$ cat src/rtl/core/rrmau_pkg.sv
// ----------------------------------------------------------------------------
// rrmau_pkg
// Shared types, codes and window-decode helpers of the RAM/ROM access unit.
// ----------------------------------------------------------------------------
package rrmau_pkg;

  localparam int unsigned RAM_BYTES_DEF = 65536;
  localparam int unsigned ROM_BYTES_DEF = 65536;
  localparam logic [31:0] RAM_BASE_DEF  = 32'h8000_0070;
  localparam logic [31:0] ROM_TOP_DEF   = 32'h7FFF_FFFF;

  // Byte offsets and indexes into either store never exceed 24 bits.
  localparam int unsigned OFF_W = 24;
  localparam int unsigned LEN_W = 17;

  localparam logic [31:0] BAD_WORD = 32'hC0DE_DBAD;

  typedef enum logic [3:0] {
    OP_RDBYTE  = 4'd0,
    OP_FETCH   = 4'd1,
    OP_WRBYTE  = 4'd2,
    OP_RDWORD  = 4'd3,
    OP_WRWORD  = 4'd4,
    OP_COPY    = 4'd5,
    OP_TAKECYC = 4'd6,
    OP_LEGAL   = 4'd7,
    OP_ROMLOAD = 4'd8
  } rrmau_op_e;

  typedef enum logic [1:0] {
    VIOL_NONE      = 2'd0,
    VIOL_READ      = 2'd1,
    VIOL_ROM_WRITE = 2'd2,
    VIOL_WRITE     = 2'd3
  } rrmau_viol_e;

  typedef enum logic [1:0] {
    REG_RAM_SIZE    = 2'd0,
    REG_ROM_PRESENT = 2'd1,
    REG_ROM_SIZE    = 2'd2,
    REG_TERMINATE   = 2'd3
  } rrmau_reg_e;

  typedef struct packed {
    logic [LEN_W-1:0] ram_size;
    logic             rom_present;
    logic [LEN_W-1:0] rom_size;
    logic             term_en;
  } rrmau_cfg_t;

  // A classified request as it travels from the front end to the back end.
  typedef struct packed {
    logic [3:0]       op;
    logic [31:0]      addr;
    logic [31:0]      wdata;
    logic [31:0]      daddr;
    logic [LEN_W-1:0] len;
    logic             ram1;
    logic             ram4;
    logic             rom1;
    logic             rom4;
    logic [OFF_W-1:0] ram_off;
    logic [OFF_W-1:0] rom_idx;
  } rrmau_cmd_t;

  function automatic logic [31:0] win_len(input logic [LEN_W-1:0] size,
                                          input logic [31:0] bytes);
    logic [31:0] s;
    s = {{(32-LEN_W){1'b0}}, size};
    return (s < bytes) ? s : bytes;
  endfunction

  // All n bytes starting at a lie in the window [base, base + len).
  function automatic logic ram_hit(input logic [31:0] a, input logic [31:0] base,
                                   input logic [31:0] len, input logic [2:0] n);
    logic [32:0] span;
    span = {1'b0, a - base} + 33'(n);
    return (a >= base) && (span <= {1'b0, len});
  endfunction

  // All n bytes starting at a lie in the window of len bytes ending at top.
  function automatic logic rom_hit(input logic [31:0] a, input logic [31:0] top,
                                   input logic [31:0] len, input logic [2:0] n,
                                   input logic present);
    logic [31:0] dtop;
    dtop = top - a;
    return present && (len != 32'd0) && (a <= top) && (dtop < len) &&
           (({1'b0, dtop} + 33'd1) >= 33'(n));
  endfunction

  // Number of words spanned by a block of len bytes starting at start.
  function automatic logic [LEN_W-1:0] word_count(input logic [31:0] start,
                                                   input logic [LEN_W-1:0] len);
    logic [33:0] e;
    logic [31:0] w;
    e = {2'b00, start} + 34'(len) + 34'd3;
    w = e[33:2] - {2'b00, start[31:2]};
    return (len == '0) ? '0 : w[LEN_W-1:0];
  endfunction

endpackage

$ cat src/rtl/core/rrmau_fifo.sv
// ----------------------------------------------------------------------------
// rrmau_fifo
// Two-entry queue of decoded requests between the front and back ends.
// ----------------------------------------------------------------------------
module rrmau_fifo import rrmau_pkg::*; (
  input  logic       clk_i,
  input  logic       rst_ni,
  input  logic       push_i,
  input  rrmau_cmd_t data_i,
  output logic       full_o,
  input  logic       pop_i,
  output logic       valid_o,
  output rrmau_cmd_t data_o
);

  rrmau_cmd_t entry_q [2];
  logic       wptr_q, wptr_d;
  logic       rptr_q, rptr_d;
  logic [1:0] cnt_q, cnt_d;

  assign full_o  = (cnt_q == 2'd2);
  assign valid_o = (cnt_q != 2'd0);
  assign data_o  = entry_q[rptr_q];

  always_comb begin
    wptr_d = push_i ? !wptr_q : wptr_q;
    rptr_d = pop_i ? !rptr_q : rptr_q;
    cnt_d  = cnt_q + 2'(push_i) - 2'(pop_i);
  end

  always_ff @(posedge clk_i or negedge rst_ni) begin
    if (!rst_ni) begin
      wptr_q <= 1'b0;
      rptr_q <= 1'b0;
      cnt_q  <= 2'd0;
    end else begin
      wptr_q <= wptr_d;
      rptr_q <= rptr_d;
      cnt_q  <= cnt_d;
    end
  end

  always_ff @(posedge clk_i) begin
    if (push_i) begin
      entry_q[wptr_q] <= data_i;
    end
  end

endmodule

$ cat config.mk
export PLATFORM = sky130hd
export DESIGN_NAME = rrmau_fifo
export DESIGN_NICKNAME = d
export VERILOG_FILES = /design/src/rtl/core/rrmau_pkg.sv /design/src/rtl/core/rrmau_fifo.sv
export SDC_FILE = /design/constraint.sdc
export NUM_CORES = 1
export LEC_CHECK = 0
export BUFFER_PORTS_ARGS = -buffer_cell sky130_fd_sc_hd__buf_2
export CAP_MARGIN = 10
export CORE_UTILIZATION = 42
export DETAILED_ROUTE_END_ITERATION = 8
export PLACE_DENSITY = 0.69
export RECOVER_POWER = 100
export SYNTH_ARGS = -nofsm -noshare
export SYNTH_HDL_FRONTEND = slang
export SYNTH_SLANG_ARGS = --single-unit
export TNS_END_PERCENT = 10
$ cat constraint.sdc
create_clock -name clk_i -period 15.9 [get_ports clk_i]
set_clock_uncertainty 0.15 [all_clocks]
set_input_delay 3.18 -clock clk_i [delete_from_list [all_inputs] [get_ports clk_i]]
set_output_delay 3.18 -clock clk_i [all_outputs]
set_load 0.03 [all_outputs]
Word-level counts from Yosys, hierarchy flattened
Memories as Yosys holds them, arrays and structs flattened.
Cells that the tools add are included.
W data, S select, Z words.
{"block": "classes", "n_addsub": 2, "mul": 0, "n_div": 0, "order_cmp": 0, "n_eq_ne": 1, "shifts": 0, "muxes": 2, "bitwise": 0, "reduce_logical": 3}
{"cell": "$add A2 B1 Y2", "n": 1}
{"cell": "$eq A2 B2 Y1 const B", "n": 1}
{"cell": "$logic_not A1 Y1", "n": 2}
{"cell": "$mux W1", "n": 2}
{"cell": "$reduce_bool A2 Y1", "n": 1}
{"cell": "$sub A2 B1 Y2", "n": 1}
{"block": "word_totals", "reg_bits": 4, "latchBits": 0, "ramBits": 338, "romBits": 0, "output_inout_bits": 171, "mem_count": 1}
{"memory": "entry_q", "depth": 2, "width": 169, "read_ports": 1, "rd_ports_with_merged_regs": 0, "write_ports": 1, "line": "rrmau_fifo.sv:16", "rtl": "rrmau_cmd_t entry_q [2];"}

Longest topological paths before layout
{"block": "depth", "ltp_word": 2, "ltp_mapped": 5, "mapped_depth_nobuf": 5}

Worst setup path after synthesis
No wires, ideal clock.
{"block": "synth_path", "path_kind": "input port to flip-flop", "from": "input push_i", "to": "memory entry_q[0][0] (netlist name) (enable)", "arrival_time_ns": 10.479, "required_ns": 15.030, "slack_ns": 4.550, "stages": 1, "path_cell_list": "nor2b_1"}
{"block": "synth_via", "elab_chain_cells": 2}
{"item": "from (decl)", "line": "rrmau_fifo.sv:8", "rtl": "input logic push_i,"}
{"item": "$mux W1", "line": "rrmau_fifo.sv:44", "rtl": "if (push_i) begin"}
{"item": "$mux W1 (not written as such)", "line": "rrmau_fifo.sv:45", "rtl": "entry_q[wptr_q] <= data_i;"}
{"item": "to (decl)", "line": "rrmau_fifo.sv:16"}
No other way between the ends.

==> metrics <==
maximum level of the CTS H-tree 2; kind of critical path flop to primary output; total core area slightly below 30000 um^2; multiplexer share of the synthesized area between 15 and 20%; GRT overflow 0; unrepaired setup endpoints after global routing no; # nets final around 1100; final antenna-violating net count 0; sequential power share 41.7%; Yosys reg bits around 340; port bufs 343; clock power share a little over a quarter; GRT Total Usage between 10% and 20%; clk slew on worst S/H paths 60 ps; Worst Path Arrival around 6000 ps; Initial DRC Count around 330; Max Slew Vio Count approximately 520; Pleak around 0.0055 uW; min Tclk post-route 9310 ps; status finished, violations left; syn_nets 716; total power 3070 uW; Via density 4.75; critical path endpoint category primary output; Least-Margin Pin Slew about 4100 ps; GP Congestion 0.743; synthesized cell area 12800 um^2; post-synthesis sequential area ratio between 80 and 90%; Die X 177 um; sw frac 34.4%; final hold vios 0; Seq. cell area just over 10000 um^2; xor and xnor area share after synthesis less than 1%; Cell variety after synth 13; Post-Synth Simple-Gate Area less than 1%; Syn-to-layout area delta 20.9%; Vias between 6000 and 7000; failing checks capacitance limit, slew limit; Placed Area ~15000 um^2; Remaining DRCs 0; Synth Instances about 540; Rows 63; clk_lat worst skew 490 ps; Bufs on Longest Clock Path 3; Clock Sinks approximately 340; boundary pin count ~340; Setup Fix Bufs, Post-CTS 0; Max IR drop VDD between 0.1 and 0.15 mV; post-synth top area share 79.3%; Die Y-Extent about 180 um; hold buffer count at cts 0; Fillers approximately 2600; HP Class flop to flop; initial antenna violation count 7; CTS tree built; combinational family with the most area after synthesis multiplexers; DRT Wirelength 24000 um; first-pass GRT wire length about 35000 um; P_int a little over 2000 uW; design area 15500 um^2; wire per inst between 15 and 20 um; Die ar. 31200 um^2; multi-input logic area around 2000 um^2; pin count of the biggest net entering global routing 73; clock root cell clkbuf_16; vias in the first global route about 6400; Final TNS setup 0 ps; Synth Area per Inst approximately 24 um^2; CP max FO 60; Compound-Gate Fraction of Synth Area 0%; Final period util just under 60%; largest cells by area after synthesis edfxtp_1 79%, mux2_4 12%, mux2_2 6.1%, buf_6 1.1%, dfrtp_1 0.78%; f_max ~110 MHz; final setup vio count 0; CP startpoint kind flop; DRT Pass-1 Iters 4; Data required, critical path roughly 13000 ps; PD cells roughly 200 nW/um^2; Post-CTS Resized 0; Initial Util 42.9%; share of cells above drive strength 1 between 30% and 40%; dpl hpwl around 16000 um; switching power summed over all nets 1060 uW; cts bufs inserted 36; Yosys warnings 0; most area-hungry cell type in the Yosys netlist edfxtp_1; synthesized-area fraction occupied by adder cells less than 1%; Comb power frac ~32%; Rel. slew slack -173%; max-cap violations 9
[through the flow]
step	util [%]	cells	setup slack, ps	hold WS (ps)
floorplan	-	541	4550	305
global placement	50.0	1261	9970	377
detailed placement	50.0	1261	9980	384
CTS	53.8	1325	9430	397
global route	51.9	1327	6040	367
finish	51.9	1328	6590	339
[power groups by stage]
stage	Sequential, uW	Combinational, uW	Clock, uW
2_1_floorplan	1280	892	0
3_3_place_gp	1280	1120	0
3_5_place_dp	1290	1120	0
4_1_cts	1270	1120	827
5_1_grt	1300	1040	859
6_report	1280	986	804
[state kept, by name, indices dropped and copies added (netlist names)]
register	cells
rptr_q	1
cnt_q	2
entry_q	338
wptr_q	1
[final timing paths]
| path | from | to | slack [ps] | cells past startpoint |
|---|---|---|---|---|
| hold reg to reg | wptr_q | wptr_q | 340 | 1 |
| hold / removal | wptr_q | wptr_q | 340 | 1 |
| min in group asynchronous | rst_ni | cnt_q[0] | 2360 | 1 |
| max in group asynchronous | rst_ni | cnt_q[1] | 13050 | 1 |
| setup / recovery | rptr_q | data_o[12] | 6590 | 3 |
| setup reg to reg | wptr_q | entry_q[0][109] | 9840 | 2 |
[cell type report]
cell class | count | share of cell area (%)
flip-flops and latches | 342 | 66.3
multi-input cells | 178 | 13.0
repair buffers | 349 | 10.1
clock buffers | 45 | 6.18
well taps | 390 | 3.15
clock inverters | 19 | 1.22
inverters | 2 | 0.0485
diodes | 3 | 0.0485
[layout by cell type, fill, tap and decap left out, types with 3 or more instances in the layout]
| cell | n |
|---|---|
| buf_2 | 205 |
| bufinv_16 | 4 |
| clkbuf_1 | 152 |
| clkbuf_16 | 37 |
| clkinv_1 | 11 |
| dfrtp_1 | 4 |
| diode_2 | 3 |
| edfxtp_1 | 338 |
| mux2_1 | 98 |
| mux2_2 | 68 |
| mux2_4 | 3 |
[synth_stat cells (all sizes together)]
library cell  number
edfxtp           338
buf               19
and2               1
inv                2
ha                 2
mux2             169
dfrtp              4
xor3               1
nor2b              2
or2                1
xor2               2
[cells by family after synthesis]
family / after synthesis
xor gates and xnor gates: 3
adders and majority gates: 2
buffers and inverters: 21
DFF: 342
muxes: 169
and+or+nand+nor: 4
[routing by layer]
layer | global-route usage [%] | share of wire [%]
met3 | 5.34 | 8.7
met1 | 17.4 | 40
met4 | 4.85 | 2.0
met2 | 24.8 | 49
met5 | 0 | 0.29
[worst max-delay path, stage by stage (launching register included)]
cell and delay [ps]:
dfrtp_1 2040, clkbuf_1 2530, mux2_2 510, clkbuf_1 340
Power figures use the tool's default switching activity.
