[src/rtl/core/rrmau_pkg.sv]
// ----------------------------------------------------------------------------
// rrmau_pkg
// Shared types, codes and window-decode helpers of the RAM/ROM access unit.
// ----------------------------------------------------------------------------
package rrmau_pkg;

  localparam int unsigned RAM_BYTES_DEF = 65536;
  localparam int unsigned ROM_BYTES_DEF = 65536;
  localparam logic [31:0] RAM_BASE_DEF  = 32'h8000_0070;
  localparam logic [31:0] ROM_TOP_DEF   = 32'h7FFF_FFFF;

  // Byte offsets and indexes into either store never exceed 24 bits.
  localparam int unsigned OFF_W = 24;
  localparam int unsigned LEN_W = 17;

  localparam logic [31:0] BAD_WORD = 32'hC0DE_DBAD;

  typedef enum logic [3:0] {
    OP_RDBYTE  = 4'd0,
    OP_FETCH   = 4'd1,
    OP_WRBYTE  = 4'd2,
    OP_RDWORD  = 4'd3,
    OP_WRWORD  = 4'd4,
    OP_COPY    = 4'd5,
    OP_TAKECYC = 4'd6,
    OP_LEGAL   = 4'd7,
    OP_ROMLOAD = 4'd8
  } rrmau_op_e;

  typedef enum logic [1:0] {
    VIOL_NONE      = 2'd0,
    VIOL_READ      = 2'd1,
    VIOL_ROM_WRITE = 2'd2,
    VIOL_WRITE     = 2'd3
  } rrmau_viol_e;

  typedef enum logic [1:0] {
    REG_RAM_SIZE    = 2'd0,
    REG_ROM_PRESENT = 2'd1,
    REG_ROM_SIZE    = 2'd2,
    REG_TERMINATE   = 2'd3
  } rrmau_reg_e;

  typedef struct packed {
    logic [LEN_W-1:0] ram_size;
    logic             rom_present;
    logic [LEN_W-1:0] rom_size;
    logic             term_en;
  } rrmau_cfg_t;

  // A classified request as it travels from the front end to the back end.
  typedef struct packed {
    logic [3:0]       op;
    logic [31:0]      addr;
    logic [31:0]      wdata;
    logic [31:0]      daddr;
    logic [LEN_W-1:0] len;
    logic             ram1;
    logic             ram4;
    logic             rom1;
    logic             rom4;
    logic [OFF_W-1:0] ram_off;
    logic [OFF_W-1:0] rom_idx;
  } rrmau_cmd_t;

  function automatic logic [31:0] win_len(input logic [LEN_W-1:0] size,
                                          input logic [31:0] bytes);
    logic [31:0] s;
    s = {{(32-LEN_W){1'b0}}, size};
    return (s < bytes) ? s : bytes;
  endfunction

  // All n bytes starting at a lie in the window [base, base + len).
  function automatic logic ram_hit(input logic [31:0] a, input logic [31:0] base,
                                   input logic [31:0] len, input logic [2:0] n);
    logic [32:0] span;
    span = {1'b0, a - base} + 33'(n);
    return (a >= base) && (span <= {1'b0, len});
  endfunction

  // All n bytes starting at a lie in the window of len bytes ending at top.
  function automatic logic rom_hit(input logic [31:0] a, input logic [31:0] top,
                                   input logic [31:0] len, input logic [2:0] n,
                                   input logic present);
    logic [31:0] dtop;
    dtop = top - a;
    return present && (len != 32'd0) && (a <= top) && (dtop < len) &&
           (({1'b0, dtop} + 33'd1) >= 33'(n));
  endfunction

  // Number of words spanned by a block of len bytes starting at start.
  function automatic logic [LEN_W-1:0] word_count(input logic [31:0] start,
                                                   input logic [LEN_W-1:0] len);
    logic [33:0] e;
    logic [31:0] w;
    e = {2'b00, start} + 34'(len) + 34'd3;
    w = e[33:2] - {2'b00, start[31:2]};
    return (len == '0) ? '0 : w[LEN_W-1:0];
  endfunction

endpackage

[src/rtl/core/rrmau_if.sv]
// ----------------------------------------------------------------------------
// rrmau_if
// Valid/ready channels that carry requests into and results out of the unit.
// ----------------------------------------------------------------------------
interface rrmau_req_if;
  logic        valid;
  logic        ready;
  logic [3:0]  operation;
  logic [31:0] address;
  logic [31:0] write_data;
  logic [31:0] dest_address;
  logic [16:0] copy_length;

  modport source (output valid, operation, address, write_data, dest_address,
                  copy_length, input ready);
  modport sink (input valid, operation, address, write_data, dest_address,
                copy_length, output ready);
endinterface


[src/rtl/core/rrmau_front.sv]
// ----------------------------------------------------------------------------
// rrmau_front
// Accepts requests and decodes their addresses against the RAM and ROM windows.
// ----------------------------------------------------------------------------
module rrmau_front import rrmau_pkg::*; #(
  parameter int unsigned RAM_BYTES = RAM_BYTES_DEF,
  parameter int unsigned ROM_BYTES = ROM_BYTES_DEF,
  parameter logic [31:0] RAM_BASE  = RAM_BASE_DEF,
  parameter logic [31:0] ROM_TOP   = ROM_TOP_DEF
) (
  rrmau_req_if.sink  req_i,
  input  rrmau_cfg_t cfg_i,
  input  logic       hold_i,
  input  logic       full_i,
  output logic       push_o,
  output rrmau_cmd_t cmd_o
);

  logic [31:0] ram_len;
  logic [31:0] rom_len;
  logic [31:0] a;
  logic [31:0] ram_off;
  logic [31:0] rom_idx;

  assign ram_len = win_len(cfg_i.ram_size, 32'(RAM_BYTES));
  assign rom_len = win_len(cfg_i.rom_size, 32'(ROM_BYTES));
  assign a       = req_i.address;
  assign ram_off = a - RAM_BASE;
  assign rom_idx = rom_len - 32'd1 - (ROM_TOP - a);

  assign req_i.ready = !full_i && !hold_i;
  assign push_o      = req_i.valid && req_i.ready;

  always_comb begin
    cmd_o.op      = req_i.operation;
    cmd_o.addr    = a;
    cmd_o.wdata   = req_i.write_data;
    cmd_o.daddr   = req_i.dest_address;
    cmd_o.len     = req_i.copy_length;
    cmd_o.ram1    = ram_hit(a, RAM_BASE, ram_len, 3'd1);
    cmd_o.ram4    = ram_hit(a, RAM_BASE, ram_len, 3'd4);
    cmd_o.rom1    = rom_hit(a, ROM_TOP, rom_len, 3'd1, cfg_i.rom_present);
    cmd_o.rom4    = rom_hit(a, ROM_TOP, rom_len, 3'd4, cfg_i.rom_present);
    cmd_o.ram_off = ram_off[OFF_W-1:0];
    cmd_o.rom_idx = rom_idx[OFF_W-1:0];
  end

endmodule

[src/flat_wrapper.sv]
// flat-port wrapper written by rule: the top's interface ports become plain ports
module rrmau_front_flat import rrmau_pkg::*;
#(
  parameter int unsigned RAM_BYTES = RAM_BYTES_DEF,
  parameter int unsigned ROM_BYTES = ROM_BYTES_DEF,
  parameter logic [31:0] RAM_BASE  = RAM_BASE_DEF,
  parameter logic [31:0] ROM_TOP   = ROM_TOP_DEF
)
  (cfg_i, hold_i, full_i, push_o, cmd_o, req_i_valid, req_i_operation, req_i_address, req_i_write_data, req_i_dest_address, req_i_copy_length, req_i_ready);
  rrmau_req_if req_i_i ();
  input  rrmau_cfg_t cfg_i;
  input  logic hold_i;
  input  logic full_i;
  output logic push_o;
  output rrmau_cmd_t cmd_o;
  input wire logic [$bits(req_i_i.valid)-1:0] req_i_valid;
  input wire logic [$bits(req_i_i.operation)-1:0] req_i_operation;
  input wire logic [$bits(req_i_i.address)-1:0] req_i_address;
  input wire logic [$bits(req_i_i.write_data)-1:0] req_i_write_data;
  input wire logic [$bits(req_i_i.dest_address)-1:0] req_i_dest_address;
  input wire logic [$bits(req_i_i.copy_length)-1:0] req_i_copy_length;
  output wire logic [$bits(req_i_i.ready)-1:0] req_i_ready;
  assign req_i_i.valid = req_i_valid;
  assign req_i_i.operation = req_i_operation;
  assign req_i_i.address = req_i_address;
  assign req_i_i.write_data = req_i_write_data;
  assign req_i_i.dest_address = req_i_dest_address;
  assign req_i_i.copy_length = req_i_copy_length;
  assign req_i_ready = req_i_i.ready;
  rrmau_front #(.RAM_BYTES(RAM_BYTES), .ROM_BYTES(ROM_BYTES), .RAM_BASE(RAM_BASE), .ROM_TOP(ROM_TOP)) u_core (.req_i(req_i_i), .cfg_i(cfg_i), .hold_i(hold_i), .full_i(full_i), .push_o(push_o), .cmd_o(cmd_o));
endmodule
[config.mk]
export PLATFORM = sky130hd
export DESIGN_NAME = rrmau_front_flat
export DESIGN_NICKNAME = d
export VERILOG_FILES = /design/src/rtl/core/rrmau_pkg.sv /design/src/rtl/core/rrmau_if.sv /design/src/rtl/core/rrmau_front.sv /design/src/flat_wrapper.sv
export SDC_FILE = /design/constraint.sdc
export NUM_CORES = 1
export LEC_CHECK = 0
export ABC_AREA = 1
export BUFFER_PORTS_ARGS = -buffer_cell sky130_fd_sc_hd__buf_2
export CORE_AREA = 2 2 125 127
export DETAILED_ROUTE_END_ITERATION = 8
export DIE_AREA = 0 0 127 129
export PLACE_DENSITY_LB_ADDON = 0.2
export SYNTH_ARGS = -nofsm -noshare
export SYNTH_HDL_FRONTEND = slang
export SYNTH_SLANG_ARGS = --single-unit
[constraint.sdc]
create_clock -name vclk -period 3.9
set_clock_uncertainty 0.2 [all_clocks]
set_input_delay 0.585 -clock vclk [all_inputs]
set_output_delay 0.585 -clock vclk [all_outputs]
set_load 0.005 [all_outputs]
# ---- Yosys cells after proc, flatten, opt, wreduce, memory -nomap -nowiden
# Cells that the tools add are included.
dict set report totals {
  regBits 0
  inputBits 156
  output_inout_bits 171
  word_cells 30
}
dict set report op_classes {
  n_addsub 7
  order_cmp 9
  mux 2
  n_reduce_logical 12
}
# cell count
set ops {}
lappend ops {{32-bit by 1-bit adder with 33-bit output (second input constant)} 2}
lappend ops {{33-bit by 32-bit <= comparator with 1-bit output} 2}
lappend ops {{17-bit < comparator (second input constant)} 2}
lappend ops {{17-bit 2-to-1 mux} 2}
lappend ops {{32-bit by 3-bit adder with 33-bit output (second input constant)} 1}
lappend ops {{33-bit by 1-bit greater-or-equal comparator with 1-bit output (second input constant)} 1}
lappend ops {{33-bit by 3-bit greater-or-equal comparator with 1-bit output (second input constant)} 1}
lappend ops {{32-bit greater-or-equal comparator (second input constant)} 1}
lappend ops {{32-bit by 31-bit <= comparator with 1-bit output (second input constant)} 1}
lappend ops {{32-bit by 17-bit < comparator with 1-bit output} 1}
lappend ops {{32-bit nonzero test} 1}
lappend ops {{31-bit by 32-bit subtractor with 32-bit output (first input constant)} 1}
lappend ops {{32-bit subtractor (second input constant)} 1}
lappend ops {{24-bit by 1-bit subtractor with 24-bit output (second input constant)} 1}
lappend ops {{24-bit subtractor} 1}
lappend ops {{1-bit logical AND} 9}
lappend ops {{1-bit zero test} 2}

# ---- Longest topological paths before layout
dict set report logic_depth {
  depth_word 7
  ltp_mapped 25
  depth_no_buf 25
}

# ---- Least setup slack after synthesis
# Ideal clock, no wire load.
dict set report synth_timing {
  path_kind {input to output}
  start {input port req_i_address[4]}
  end {output port cmd_o[51] in the netlist's numbering}
  t_arrival_ns 3.102
  required_ns 3.115
  setup_slack_ns 0.013
  cell_stages 24
  path_buffers 1
  path_cell_list {ha_1 nand2_2 nand2_4 nor2_2 buf_6 nand2_1 nand2_2 nand2_4 inv_1 nand3_2 nor2_1 xor2_1 ha_1 a21oi_1 nor2_1 a211oi_1 nand2_1 nand2_1 nand2_1 nor2_1 nand2_1 nor2_1 nand3_1 nor2_1}
}
# item line
set synth_rtl {}
lappend synth_rtl {{start: declaration} flat_wrapper.sv:18} ;# input wire logic [$bits(req_i_i.address)-1:0] req_i_address;
lappend synth_rtl {{end: declaration} flat_wrapper.sv:15} ;# output rrmau_cmd_t cmd_o;

==> impl_metrics.env <==
export IMPL_violations="negative setup slack"
export IMPL_multi_input_area_um2=5610
export IMPL_track_usage=0.274
export IMPL_min_from="req_i_dest_address[31]"
export IMPL_cp_start_kind="primary input"
export IMPL_grt_max_degree=12
export IMPL_drt_first_pass_iters=6
export IMPL_hold_buffers=0
export IMPL_start_util=0.446
export IMPL_max_freq_ghz=0.242
export IMPL_syn_inst=1170
export IMPL_ir_drop_uv=57.8
export IMPL_fillers=1493
export IMPL_drcViolationCount=0
export IMPL_synthMuxAreaShare=0
export IMPL_tightestPinTransition_ns=0.458
export IMPL_rsz0062_at_grt="true"
export IMPL_synth_top_family_by_area="simple AND/OR/NAND/NOR gates"
export IMPL_vias=8021
export IMPL_syn_avg_cell_area_um2=5.71
export IMPL_required_ns=3.12
export IMPL_io_pins=327
export IMPL_globalRouteOverflowTotal=0
export IMPL_synthAdderAreaFrac=0.147
export IMPL_drt_total_wl_um=23800
export IMPL_core_area_um2=15000
export IMPL_syn_nets=1404
export IMPL_synth_area_um2=6680
export IMPL_layout_common_cells="nand2_1 (298), buf_4 (194), buf_2 (151), inv_1 (120), nor2_1 (118)"
export IMPL_finalCritPeriodShare=1.06
export IMPL_yosys_area_share_simple=0.475
export IMPL_mostFrequentLayoutCell="nand2_1"
export IMPL_drv_slew=0
export IMPL_status="finished with violations"
export IMPL_viasPerCell=5.04
export IMPL_antenna_found_initial=0
export IMPL_ys_warn_count=0
export IMPL_final_cells=1591
export IMPL_ff_latch_area_um2=0
export IMPL_synth_compound_area_share=0.0686
export IMPL_hold_depth=0
export IMPL_num_clock_buffers=0
export IMPL_finalNetCount=1639
export IMPL_yosysSeqAreaShare=0
export IMPL_critPathCaptureType="output pin"
export IMPL_synth_cell_type_count=42
export IMPL_maxSlewHeadroom=0.692
export IMPL_critPathLaunch="req_i_address[4]"
export IMPL_finalSetupTns_ns=-0.398
export IMPL_drive_gt1_frac=0.373
export IMPL_power_density_nw_per_um2=103
export IMPL_hp_class="primary input to output pin"
export IMPL_setup_violations=2
export IMPL_die_area_um2=16400
export IMPL_wl_per_cell_um=14.9
export IMPL_min_period_ns=4.13
export IMPL_path_max_fanout=5
export IMPL_synth_xor_area_share=0.0879
export IMPL_fin_ws_ns=-0.233
export IMPL_crit_type="primary input to output pin"
export IMPL_finalHoldViolations=0
export IMPL_place_congestion=1.01
export IMPL_seq_cell_count=0
export IMPL_worstPathArrival_ns=3.35
export IMPL_p_leak_nw=4.74
export IMPL_grt_pass1_vias=7552
export IMPL_port_buffers=156
export IMPL_dp_hpwl_um=19900
export IMPL_dp_cells=1552
export IMPL_synthToLayoutAreaGrowth_pct=32.4
export IMPL_ant_nets=0
export IMPL_cap_violations=0
export IMPL_grt_pass1_wl_um=36600
export IMPL_rows=45
export IMPL_drt_iter0_markers=548
export IMPL_hold_end="cmd_o[100]"
export IMPL_insertedDiodeCount=0
export IMPL_die_y_um=129
export IMPL_die_w_um=127
cells in the mapped netlist (4+ instances only):
master,n,area share
nand2_4,5,0.0084
o21ai_0,20,0.015
nand4_1,35,0.033
nor4_1,7,0.0066
nand3_2,5,0.0075
nor3_1,4,0.0030
nand2_1,318,0.18
nand3b_1,7,0.0079
inv_2,10,0.0056
xnor2_1,8,0.010
ha_1,77,0.14
inv_1,128,0.072
xor2_1,59,0.077
nor2_2,19,0.018
nand2_2,26,0.024
a21oi_1,42,0.031
nor2_1,133,0.075
buf_4,122,0.14
nor2_4,19,0.032
a211oi_1,4,0.0045
nand3_1,84,0.063
logic make-up (layout without fill, tap and decap cells):
logic type / after synthesis / count (layout)
and+or+nand+nor: 673 / 673
buffers and inverters: 269 / 502
AOI/OAI and AO/OA: 83 / 83
adders and majority gates: 78 / 78
xor gates and xnor gates: 67 / 67
critical path, stage by stage:
cell and delay [ns]:
buf_8 0.11, ha_4 0.17, nand2_8 0.10, buf_6 0.11, nand3_4 0.06, nand2_4 0.10
inv_2 0.06, nor2_4 0.14, nand3_2 0.11, nor2_4 0.14, and2_4 0.16, xor2_1 0.14
ha_1 0.28, buf_6 0.13, a211oi_2 0.20, nand2_1 0.09, nand2_2 0.07, nand2_2 0.05
nor2_2 0.09, nand2_1 0.09, nor2_1 0.09, nand3_1 0.07, nor2_1 0.08, buf_2 0.11
final cells by class:
type	count	share of cell area
multi-input cells	901	0.635
well taps	188	0.0266
repair buffers	364	0.278
inverters	138	0.0604
power breakdown:
group	internal, W	total, W	leakage [nW]	switching, W
logic	0.000404	0.000915	4.74	0.000511
registers	0	0	0	0
clock network	0	0	0	0
how the worst max path moves through the flow:
stage                 to  depth (start not counted)  slack [ns]
2_1_floorplan  cmd_o[51]                         24        0.01
3_3_place_gp   cmd_o[51]                         24       -0.34
3_5_place_dp   cmd_o[51]                         24       -0.38
4_1_cts        cmd_o[51]                         25       -0.25
5_1_grt        cmd_o[51]                         25       -0.49
6_report       cmd_o[51]                         24       -0.23
through the flow:
step	instance area, um2	hold slack (ns)	total power, W	util	setup slack, ns
floorplan	6680	0.997	0.000532	-	0.0132
global placement	8030	0.970	0.000798	0.536	-0.337
detailed placement	8030	0.970	0.000804	0.536	-0.384
CTS	8390	0.970	0.000849	0.560	-0.250
global route	8840	0.970	0.00101	0.590	-0.494
finish	8840	0.970	0.000915	0.590	-0.233
metal layers:
| layer | track usage | vias to the layer above | wire length [um] |
|---|---|---|---|
| met1 | 0.365 | 3589 | 10600 |
| met2 | 0.476 | 265 | 11000 |
| li1 | - | 4089 | - |
| met5 | 0 | - | 0 |
| met4 | 0.0937 | 0 | 998 |
| met3 | 0.0129 | 78 | 1190 |
timing repair:
action | 4_1_cts | 5_1_grt
pin swaps | 46 | 56
gates resized for setup | 49 | 80
endpoints found under the setup margin | 3 | 10
hold endpoints to repair | 0 | 0
buffers inserted | 23 | 16
No activity file was read; power rests on OpenSTA's default activity.
